## src/dmc_pkg.sv

```systemverilog
// ----------------------------------------------------------------------------
// dmc_pkg
// Shared constants and types for the direct-mapped write-back cache core.
// ----------------------------------------------------------------------------
package dmc_pkg;

   localparam int LINES      = 32;
   localparam int INDEX_BITS = $clog2(LINES);
   localparam int ADDR_BITS  = 16;
   localparam int TAG_BITS   = ADDR_BITS - INDEX_BITS;
   localparam int WORD_BITS  = 16;
   localparam int COUNT_BITS = 32;

   localparam logic [TAG_BITS-1:0] TAG_RESET = {TAG_BITS{1'b1}};

   localparam logic REQ_READ  = 1'b0;
   localparam logic REQ_WRITE = 1'b1;

   typedef logic [INDEX_BITS-1:0] index_type;
   typedef logic [TAG_BITS-1:0]   tag_type;
   typedef logic [WORD_BITS-1:0]  word_type;
   typedef logic [ADDR_BITS-1:0]  addr_type;
   typedef logic [COUNT_BITS-1:0] count_type;

   typedef struct packed {
      tag_type  tag;
      logic     dirty;
      word_type word;
   } line_type;

   localparam line_type LINE_RESET = '{tag: TAG_RESET, dirty: 1'b1, word: '0};

   typedef struct packed {
      logic     is_write;
      addr_type address;
      word_type write_data;
      word_type fill_data;
   } request_type;

   typedef struct packed {
      logic      rd_en;
      index_type rd_index;
      logic      wr_en;
      index_type wr_index;
      line_type  wr_line;
   } store_ctrl_type;

endpackage

```

## src/dmc_channels.sv

```systemverilog
// ----------------------------------------------------------------------------
// dmc_req_if / dmc_rsp_if
// Valid/ready channels for cache access words and result words.
// ----------------------------------------------------------------------------
interface dmc_req_if import dmc_pkg::*; ();
   logic     valid;
   logic     ready;
   logic     req_type;
   addr_type address;
   word_type write_data;
   word_type fill_data;

   modport source (output valid, output req_type, output address, output write_data,
                   output fill_data, input ready);
   modport sink (input valid, input req_type, input address, input write_data,
                 input fill_data, output ready);
endinterface

interface dmc_rsp_if import dmc_pkg::*; ();
   logic      valid;
   logic      ready;
   word_type  read_data;
   logic      was_hit;
   logic      memory_read;
   logic      writeback_valid;
   addr_type  writeback_address;
   word_type  writeback_data;
   count_type hit_count;
   count_type miss_count;
   count_type mem_read_count;
   count_type mem_write_count;

   modport source (output valid, output read_data, output was_hit, output memory_read,
                   output writeback_valid, output writeback_address,
                   output writeback_data, output hit_count, output miss_count,
                   output mem_read_count, output mem_write_count, input ready);
   modport sink (input valid, input read_data, input was_hit, input memory_read,
                 input writeback_valid, input writeback_address, input writeback_data,
                 input hit_count, input miss_count, input mem_read_count,
                 input mem_write_count, output ready);
endinterface

```

## src/dmc_line_store.sv

```systemverilog
// ----------------------------------------------------------------------------
// dmc_line_store
// Line memory (tag, dirty, word) with a registered read port and
// per-line valid bits; an unwritten line reads as the warm reset line.
// ----------------------------------------------------------------------------
module dmc_line_store import dmc_pkg::*; (
   input  logic           clock,
   input  logic           reset,
   input  store_ctrl_type ctrl,
   output line_type       rd_line
);

   line_type         mem [LINES];
   logic [LINES-1:0] valid_ff;
   line_type         rd_data_ff;
   logic             rd_valid_ff;

   always_ff @(posedge clock) begin
      if (ctrl.wr_en) begin
         mem[ctrl.wr_index] <= ctrl.wr_line;
      end
      if (ctrl.rd_en) begin
         rd_data_ff <= mem[ctrl.rd_index];
      end
   end

   always_ff @(posedge clock) begin
      if (reset) begin
         valid_ff    <= '0;
         rd_valid_ff <= 1'b0;
      end else begin
         if (ctrl.wr_en) begin
            valid_ff[ctrl.wr_index] <= 1'b1;
         end
         if (ctrl.rd_en) begin
            rd_valid_ff <= valid_ff[ctrl.rd_index];
         end
      end
   end

   assign rd_line = rd_valid_ff ? rd_data_ff : LINE_RESET;

endmodule

```

## src/direct_mapped_write_back_cache_core.sv

```systemverilog
// ----------------------------------------------------------------------------
// direct_mapped_write_back_cache_core
// Direct-mapped write-back cache, one word per line, with access counters.
// ----------------------------------------------------------------------------
// Usage:
//   req_ch carries one access word: kind (read/write), word address, write
//   data and the backing memory word for the address (used on a read miss).
//   rsp_ch returns one result word per access: read data, hit flag, fetch
//   flag, victim write-back (address and data) and four wrapping counters.
//   An access first reads the indexed line from the line memory
//   (registered read port), then compares tags, writes the line back and
//   loads the result register. req_ch.ready is high only in idle, so the
//   next access is taken only after this one has loaded its result.
//   A new access is taken while a finished result waits in the output
//   register; if the receiver stalls, the next access holds in lookup
//   until the result register frees, and req_ch.ready stays low.
//   Reset clears the counters and the line valid bits at once: every line
//   then reads as tag all ones, dirty, word zero. No clearing pass.
// ----------------------------------------------------------------------------
module direct_mapped_write_back_cache_core import dmc_pkg::*; (
   input  logic      clock,
   input  logic      reset,
   dmc_req_if.sink   req_ch,
   dmc_rsp_if.source rsp_ch
);

   typedef enum logic {S_IDLE, S_LOOKUP} state_type;

   state_type      state_ff;
   request_type    req_ff;
   store_ctrl_type ctrl;
   line_type       line;

   logic      rsp_valid_ff;
   word_type  read_data_ff;
   logic      was_hit_ff;
   logic      memory_read_ff;
   logic      writeback_valid_ff;
   addr_type  writeback_address_ff;
   word_type  writeback_data_ff;
   count_type hit_count_ff;
   count_type miss_count_ff;
   count_type mem_read_count_ff;
   count_type mem_write_count_ff;

   tag_type   acc_tag;
   index_type acc_index;
   logic      hit;
   logic      do_writeback;
   logic      do_fetch;
   logic      slot_free;
   line_type  new_line;
   word_type  read_data_in;
   count_type hit_count_in;
   count_type miss_count_in;
   count_type mem_read_count_in;
   count_type mem_write_count_in;

   dmc_line_store u_store (
      .clock   (clock),
      .reset   (reset),
      .ctrl    (ctrl),
      .rd_line (line)
   );

   assign req_ch.ready = (state_ff == S_IDLE);
   assign slot_free    = !rsp_valid_ff || rsp_ch.ready;

   always_comb begin
      acc_tag      = req_ff.address[ADDR_BITS-1:INDEX_BITS];
      acc_index    = req_ff.address[INDEX_BITS-1:0];
      hit          = (line.tag == acc_tag);
      do_writeback = !hit && line.dirty;
      do_fetch     = !hit && (req_ff.is_write == REQ_READ);

      new_line = line;
      if (req_ff.is_write == REQ_WRITE) begin
         new_line.tag   = acc_tag;
         new_line.dirty = 1'b1;
         new_line.word  = req_ff.write_data;
      end else if (!hit) begin
         new_line.tag   = acc_tag;
         new_line.dirty = 1'b0;
         new_line.word  = req_ff.fill_data;
      end

      read_data_in = '0;
      if (req_ff.is_write == REQ_READ) begin
         read_data_in = hit ? line.word : req_ff.fill_data;
      end

      hit_count_in       = hit_count_ff;
      miss_count_in      = miss_count_ff;
      mem_read_count_in  = mem_read_count_ff;
      mem_write_count_in = mem_write_count_ff;
      if (req_ff.is_write == REQ_READ) begin
         if (hit) begin
            hit_count_in = hit_count_ff + 1'b1;
         end else begin
            miss_count_in     = miss_count_ff + 1'b1;
            mem_read_count_in = mem_read_count_ff + 1'b1;
         end
      end
      if (do_writeback) begin
         mem_write_count_in = mem_write_count_ff + 1'b1;
      end

      ctrl.rd_en    = req_ch.valid && req_ch.ready;
      ctrl.rd_index = req_ch.address[INDEX_BITS-1:0];
      ctrl.wr_en    = (state_ff == S_LOOKUP) && slot_free;
      ctrl.wr_index = acc_index;
      ctrl.wr_line  = new_line;
   end

   always_ff @(posedge clock) begin
      if (reset) begin
         state_ff           <= S_IDLE;
         rsp_valid_ff       <= 1'b0;
         hit_count_ff       <= '0;
         miss_count_ff      <= '0;
         mem_read_count_ff  <= '0;
         mem_write_count_ff <= '0;
      end else begin
         case (state_ff)
            S_IDLE: begin
               if (rsp_ch.ready) begin
                  rsp_valid_ff <= 1'b0;
               end
               if (req_ch.valid) begin
                  req_ff.is_write   <= req_ch.req_type;
                  req_ff.address    <= req_ch.address;
                  req_ff.write_data <= req_ch.write_data;
                  req_ff.fill_data  <= req_ch.fill_data;
                  state_ff          <= S_LOOKUP;
               end
            end
            S_LOOKUP: begin
               if (slot_free) begin
                  rsp_valid_ff         <= 1'b1;
                  read_data_ff         <= read_data_in;
                  was_hit_ff           <= hit;
                  memory_read_ff       <= do_fetch;
                  writeback_valid_ff   <= do_writeback;
                  writeback_address_ff <= do_writeback ? {line.tag, acc_index} : '0;
                  writeback_data_ff    <= do_writeback ? line.word : '0;
                  hit_count_ff         <= hit_count_in;
                  miss_count_ff        <= miss_count_in;
                  mem_read_count_ff    <= mem_read_count_in;
                  mem_write_count_ff   <= mem_write_count_in;
                  state_ff             <= S_IDLE;
               end
            end
            default: begin
               state_ff <= S_IDLE;
            end
         endcase
      end
   end

   assign rsp_ch.valid             = rsp_valid_ff;
   assign rsp_ch.read_data         = read_data_ff;
   assign rsp_ch.was_hit           = was_hit_ff;
   assign rsp_ch.memory_read       = memory_read_ff;
   assign rsp_ch.writeback_valid   = writeback_valid_ff;
   assign rsp_ch.writeback_address = writeback_address_ff;
   assign rsp_ch.writeback_data    = writeback_data_ff;
   assign rsp_ch.hit_count         = hit_count_ff;
   assign rsp_ch.miss_count        = miss_count_ff;
   assign rsp_ch.mem_read_count    = mem_read_count_ff;
   assign rsp_ch.mem_write_count   = mem_write_count_ff;

endmodule
```

## src/flat_wrapper.sv

```systemverilog
// flat-port wrapper written by rule: the top's interface ports become plain ports
module direct_mapped_write_back_cache_core_flat import dmc_pkg::*;
  (clock, reset, req_ch_valid, req_ch_req_type, req_ch_address, req_ch_write_data, req_ch_fill_data, req_ch_ready, rsp_ch_valid, rsp_ch_read_data, rsp_ch_was_hit, rsp_ch_memory_read, rsp_ch_writeback_valid, rsp_ch_writeback_address, rsp_ch_writeback_data, rsp_ch_hit_count, rsp_ch_miss_count, rsp_ch_mem_read_count, rsp_ch_mem_write_count, rsp_ch_ready);
  dmc_req_if req_ch_i ();
  dmc_rsp_if rsp_ch_i ();
  input  logic clock;
  input  logic reset;
  input wire logic [$bits(req_ch_i.valid)-1:0] req_ch_valid;
  input wire logic [$bits(req_ch_i.req_type)-1:0] req_ch_req_type;
  input wire logic [$bits(req_ch_i.address)-1:0] req_ch_address;
  input wire logic [$bits(req_ch_i.write_data)-1:0] req_ch_write_data;
  input wire logic [$bits(req_ch_i.fill_data)-1:0] req_ch_fill_data;
  output wire logic [$bits(req_ch_i.ready)-1:0] req_ch_ready;
  output wire logic [$bits(rsp_ch_i.valid)-1:0] rsp_ch_valid;
  output wire logic [$bits(rsp_ch_i.read_data)-1:0] rsp_ch_read_data;
  output wire logic [$bits(rsp_ch_i.was_hit)-1:0] rsp_ch_was_hit;
  output wire logic [$bits(rsp_ch_i.memory_read)-1:0] rsp_ch_memory_read;
  output wire logic [$bits(rsp_ch_i.writeback_valid)-1:0] rsp_ch_writeback_valid;
  output wire logic [$bits(rsp_ch_i.writeback_address)-1:0] rsp_ch_writeback_address;
  output wire logic [$bits(rsp_ch_i.writeback_data)-1:0] rsp_ch_writeback_data;
  output wire logic [$bits(rsp_ch_i.hit_count)-1:0] rsp_ch_hit_count;
  output wire logic [$bits(rsp_ch_i.miss_count)-1:0] rsp_ch_miss_count;
  output wire logic [$bits(rsp_ch_i.mem_read_count)-1:0] rsp_ch_mem_read_count;
  output wire logic [$bits(rsp_ch_i.mem_write_count)-1:0] rsp_ch_mem_write_count;
  input wire logic [$bits(rsp_ch_i.ready)-1:0] rsp_ch_ready;
  assign req_ch_i.valid = req_ch_valid;
  assign req_ch_i.req_type = req_ch_req_type;
  assign req_ch_i.address = req_ch_address;
  assign req_ch_i.write_data = req_ch_write_data;
  assign req_ch_i.fill_data = req_ch_fill_data;
  assign req_ch_ready = req_ch_i.ready;
  assign rsp_ch_valid = rsp_ch_i.valid;
  assign rsp_ch_read_data = rsp_ch_i.read_data;
  assign rsp_ch_was_hit = rsp_ch_i.was_hit;
  assign rsp_ch_memory_read = rsp_ch_i.memory_read;
  assign rsp_ch_writeback_valid = rsp_ch_i.writeback_valid;
  assign rsp_ch_writeback_address = rsp_ch_i.writeback_address;
  assign rsp_ch_writeback_data = rsp_ch_i.writeback_data;
  assign rsp_ch_hit_count = rsp_ch_i.hit_count;
  assign rsp_ch_miss_count = rsp_ch_i.miss_count;
  assign rsp_ch_mem_read_count = rsp_ch_i.mem_read_count;
  assign rsp_ch_mem_write_count = rsp_ch_i.mem_write_count;
  assign rsp_ch_i.ready = rsp_ch_ready;
  direct_mapped_write_back_cache_core u_core (.clock(clock), .reset(reset), .req_ch(req_ch_i), .rsp_ch(rsp_ch_i));
endmodule
```

## config.mk

```make
export PLATFORM = sky130hd
export DESIGN_NAME = direct_mapped_write_back_cache_core_flat
export DESIGN_NICKNAME = d
export VERILOG_FILES = /design/src/dmc_pkg.sv /design/src/dmc_channels.sv /design/src/dmc_line_store.sv /design/src/direct_mapped_write_back_cache_core.sv /design/src/flat_wrapper.sv
export SDC_FILE = /design/constraint.sdc
export NUM_CORES = 1
export LEC_CHECK = 0
export BUFFER_PORTS_ARGS = -buffer_cell sky130_fd_sc_hd__buf_2
export CAP_MARGIN = 20
export CORE_MARGIN = 2
export CORE_UTILIZATION = 45
export CTS_BUF_LIST = sky130_fd_sc_hd__clkbuf_8
export CTS_CLUSTER_SIZE = 10
export DETAILED_ROUTE_END_ITERATION = 16
export GPL_ROUTABILITY_DRIVEN = 0
export GPL_TIMING_DRIVEN = 0
export PLACE_DENSITY = 0.72
export SYNTH_ARGS = -nofsm -noshare
export SYNTH_HDL_FRONTEND = slang
export SYNTH_SLANG_ARGS = --single-unit
```

## constraint.sdc

```tcl
create_clock -name clock -period 8.8 [get_ports clock]
set_clock_uncertainty 0.15 [all_clocks]
set_input_delay 0.44 -clock clock [delete_from_list [all_inputs] [get_ports clock]]
set_output_delay 0.44 -clock clock [all_outputs]
set_load 0.01 [all_outputs]
```

# ---- Word-level counts from Yosys, hierarchy flattened
# Memories as Yosys holds them, arrays and structs flattened. A register that Yosys moved wholly into a read port is not among the register bits.
# Cells that the tools add are included.
dict set report totals {
  regBits 263
  ram_bits 896
  inputBits 53
  output_inout_bits 181
  mem_count 1
}
# memory depth width read_ports rd_clocked_by_memory_dff write_ports line
set memory_table {}
lappend memory_table {u_core.u_store.mem 32 28 1 1 1 dmc_line_store.sv:13} ;# line_type mem [LINES];
dict set report classes {
  addsub 4
  magnitude_cmp 3
  n_eq_ne 3
  mux 16
  bitwise_logic 5
  n_reduce_logical 14
}
# op count
set ops {}
lappend ops {{32-bit by 1-bit adder with 32-bit output (second input constant)} 4}
lappend ops {{28-bit two-way mux} 3}
lappend ops {{32-bit bitwise OR} 1}
lappend ops {{16-bit two-way mux} 1}
lappend ops {{5-bit by 6-bit < comparator with 1-bit output (second input constant)} 2}
lappend ops {{11-bit equality test} 1}
lappend ops {{3-bit AND reduction} 3}
lappend ops {{1-bit two-way mux} 8}
lappend ops {{4-bit AND reduction} 2}
lappend ops {{1-bit binary-select mux with 5-bit select} 1}
lappend ops {{1-bit demux with 5-bit select} 1}
lappend ops {{5-bit by 1-bit >= comparator with 1-bit output (second input constant)} 1}
lappend ops {{1-bit logical AND} 5}
lappend ops {{2-bit inequality test (second input constant)} 2}
lappend ops {{1-bit NOT} 4}
lappend ops {{1-bit one-hot mux with 2 select lines} 2}
lappend ops {{1-bit logical NOT} 2}
lappend ops {{2-bit AND reduction} 1}
lappend ops {{1-bit logical OR} 1}

# ---- Longest topological paths before layout
dict set report depth {
  depth_word 5
  mapped_depth 11
  ltp_nobuf 7
}

# ---- By module
# A second synthesis with hierarchy kept.
dict set report unflattened {
  cells_unflattened 2565
  hier_area_um2 46719.8
}
# module instances cells_per_inst area_each_um2 seq_area_each_um2
set modules_own_cells {}
lappend modules_own_cells {dmc_line_store 1 1522 36342.4 28407.2}
lappend modules_own_cells {direct_mapped_write_back_cache_core 1 1043 10377.5 5605.4}

# ---- Worst setup path before layout
# Ideal clock, no wire load.
dict set report synth_path {
  kind {register to register}
  startpoint {register u_core.u_store.rd_data_ff[17] (netlist name)}
  endpoint {memory u_core.u_store.mem[0][0] (netlist bit), data pin}
  setup_time_ns 0.454
  arrival_time_ns 3.265
  setup_slack_ns 4.931
  path_stages_with_launch 10
  n_path_buf 2
  period_less_slack_ns 3.869
  path_cell_list {edfxtp_1 > xor2_1 > or4_4 > a32oi_2 > nand3_2 > inv_2 > buf_6 > buf_4 > mux2i_1 > o21ai_0}
}
# element line
set synth_rtl {}
lappend synth_rtl {{end: declaration} dmc_line_store.sv:13}

==> impl_metrics.yaml <==
power:
  p_sw_mw: 2.60
  internal_power_mw: 8.55
  swShare: 0.233
  seqPwrFrac: 0.556
  power_frac_clock: 0.390
  vdd_ir_drop_max_uv: 161
  p_per_area_nw_per_um2: 202
  power_frac_comb: 0.054
  leakagePower_nw: 18.0
  p_total_mw: 11.1
cts:
  cts-root-buf: "clkbuf_8"
  insertion_delay_ns: 0.88
  cts.reportedPaths.clkPinSlew_ns: 0.07
  cts_setup_buffers: 0
  clockBufferDepth: 3
  htree_levels: 4
  cts_hold_buffers: 52
  cts_resized: 0
  cts_buffers: 185
  clock-sinks: 1187
  cts_tree: "yes"
setup_path:
  reg2reg_from: "u_core.u_store.rd_valid_ff$_SDFFE_PP0P_"
  end_kind: "register"
  critPathMaxFanout: 32
  start_kind: "register"
  cp.arrival_ns: 5.01
  rr_endpoint: "u_core.u_store.mem[2][16]$_DFFE_PP_"
  path_class: "reg2reg"
  r2r_slack_ns: 4.12
  ff2ff_path_depth: 10
  required_ns: 9.14
logic_synthesis:
  synth_top_cells_by_area: "edfxtp_1 66%, mux4_2 14%, dfxtp_1 7.0%, a21oi_1 1.3%, o31ai_1 1.0%"
  synthTopCellsByCount: "1,024 x edfxtp_1, 290 x mux4_2, 163 x dfxtp_1, 122 x a21oi_1, 109 x nor2_1"
  yosysWarnings: 0
  async_flop_share: 0
  synth-edff-count: 1024
  ys_ff_latch: 1187
  avgSynthCellArea_sq_um: 18.5
  netlist_instances: 2519
  yosys.area.top_type: "edfxtp_1"
  synth_top_area_share: 0.660
  yosysMostFrequentCell: "edfxtp_1"
  synthesis.area_sq_um: 46600
  synth_cell_type_count: 64
  yosysSeqAreaShare: 0.730
  synth_nets: 2576
  dominantRegCellSynth: "edfxtp_1"
placed_design:
  io_buffers: 232
  dp_hpwl_um: 86300
worst_hold_path:
  hp-class: "in2reg"
  holdCritStartpoint: "req_ch_write_data[11]"
  holdPathEnd: "u_core.req_ff[27]$_DFFE_PP_"
  whs_path_depth: 2
sta:
  drv_slew: 0
  setup_viol: 0
  final_hold_viol_count: 0
  worst_pin_slew_ns: 1.22
  setup_tns_ns: 0
  finalCriticalPeriod_ns: 4.68
  period_share: 0.532
  grt_setup_unrepaired: "false"
  clock.fmax_ghz: 0.214
  relSlewSlack: 0.190
global_route:
  grt.total_usage: 0.240
  grt_max_degree: 50
  grt_pass1_wl_um: 186000
  grt_overflow_total: 0
  grt_pass1_vias: 27600
  antenna_found_initial: 6
finish:
  area_growth_pct: 18.4
  final_nets: 3121
  drive_gt1_frac: 0.294
  regArea_sq_um: 34000
  multi_input_area_sq_um: 12200
  filler_cell_count: 7931
die:
  start_util: 0.452
  die_y_um: 326
  die_w_um: 326
  rows: 118
  io_pins: 234
  core_region_area_sq_um: 103000
  die_area_sq_um: 106000
route:
  viasPerCell: 6.07
  post_drt_wl_per_cell_um: 28.0
  first_iter_violations: 3537
  ant_nets: 0
  wl_um: 129000
  vias: 27900
  drtPass1Iterations: 8
  drcViolationCount: 0
outcome:
  status: "complete, no violations"
flow_run:
  maxCapViolCount: 0
## registers in the layout (all words and copies together) (netlist names), 5 cells and up
| register | flops |
|---|---|
| u_core.acc_index | 5 |
| u_core.acc_tag | 11 |
| u_core.req_ff | 33 |
| u_core.rsp_ch.hit_count | 32 |
| u_core.rsp_ch.mem_read_count | 32 |
| u_core.rsp_ch.mem_write_count | 32 |
| u_core.rsp_ch.miss_count | 32 |
| u_core.rsp_ch.read_data | 16 |
| u_core.rsp_ch.writeback_address | 16 |
| u_core.rsp_ch.writeback_data | 16 |
| u_core.u_store.mem | 896 |
| u_core.u_store.rd_data_ff | 28 |
| u_core.u_store.valid_ff | 32 |
## power groups by stage
stage / registers, mW / logic [mW] / clock network (mW)
floorplan: 6.31 / 0.326 / 0
global placement: 6.32 / 0.521 / 0
detailed placement: 6.31 / 0.575 / 0
CTS: 6.19 / 0.596 / 4.39
global route: 6.19 / 0.636 / 4.62
finish: 6.19 / 0.607 / 4.35
## per-layer routing
metal | GRT usage | routed length (um) | vias up
met4 | 0.0861 | 4230 | 6
met3 | 0.0527 | 14200 | 298
met2 | 0.386 | 61500 | 1794
met1 | 0.325 | 48800 | 14300
met5 | 0 | 42 | -
li1 | - | - | 11500
## per-stage QoR
stage | worst slack (ns) | hold WS, ns | utilization | instances | cell area [sq um]
floorplan | 4.93 | 0.285 | - | 2519 | 46600
global placement | 2.08 | 0.292 | 0.480 | 4131 | 49500
detailed placement | 4.31 | 0.303 | 0.495 | 4193 | 51100
CTS | 4.25 | 0.0716 | 0.534 | 4582 | 55000
global route | 3.96 | 0.103 | 0.535 | 4596 | 55200
finish | 4.12 | 0.127 | 0.535 | 4597 | 55200
## placed cells by master, fill, tap and decap left out, types with 76 or more instances in the layout
master / n
clkbuf_1: 104
buf_2: 252
inv_1: 86
mux4_2: 290
nor2_1: 76
edfxtp_1: 1024
clkbuf_8: 189
dfxtp_1: 163
nand2_1: 86
a21oi_1: 122
## worst max-delay path, cell delays in order, from the launching register on
cell      delay [ns]
dfxtp_1         0.36
inv_1           0.21
clkbuf_1        0.64
nand3_1         0.23
a31oi_2         0.68
nand3_2         0.31
inv_2           0.14
buf_6           0.16
buf_4           0.26
buf_4           0.24
a21o_1          0.87
## layout make-up
cell class              count  area share
well taps                1380      0.0313
inverters                  18     0.00122
plain buffers             149      0.0115
diodes                      3    0.000136
flip-flops and latches   1187       0.616
clock inverters           148      0.0149
repair buffers            358      0.0563
multi-input cells        1165       0.221
clock buffers             189      0.0471
## logic make-up after synthesis
group / after synthesis / synth area share
compound gates: 303 / 0.0407
xor+xnor: 10 / 0.00188
fa+ha+maj: 4 / 0.00107
buf+inv: 167 / 0.0151
flops: 1187 / 0.730
mux: 336 / 0.151
simple gates: 512 / 0.0605
## worst max path at each step
stage	startpoint	endpoint	slack (ns)	depth (start not counted)
floorplan	u_core.u_store.rd_data_ff[17]$_DFFE_PP_	u_core.u_store.mem[0][0]$_DFFE_PP_	4.93	9
global placement	req_ch_valid	u_core.req_ff[24]$_DFFE_PP_	2.08	3
detailed placement	u_core.u_store.rd_valid_ff$_SDFFE_PP0P_	u_core.u_store.mem[11][16]$_DFFE_PP_	4.31	10
CTS	u_core.u_store.rd_valid_ff$_SDFFE_PP0P_	u_core.u_store.mem[2][16]$_DFFE_PP_	4.25	10
global route	u_core.u_store.rd_valid_ff$_SDFFE_PP0P_	u_core.u_store.mem[2][16]$_DFFE_PP_	3.96	10
finish	u_core.u_store.rd_valid_ff$_SDFFE_PP0P_	u_core.u_store.mem[2][16]$_DFFE_PP_	4.12	10
Note: power is estimated with default switching activity, not from simulation.
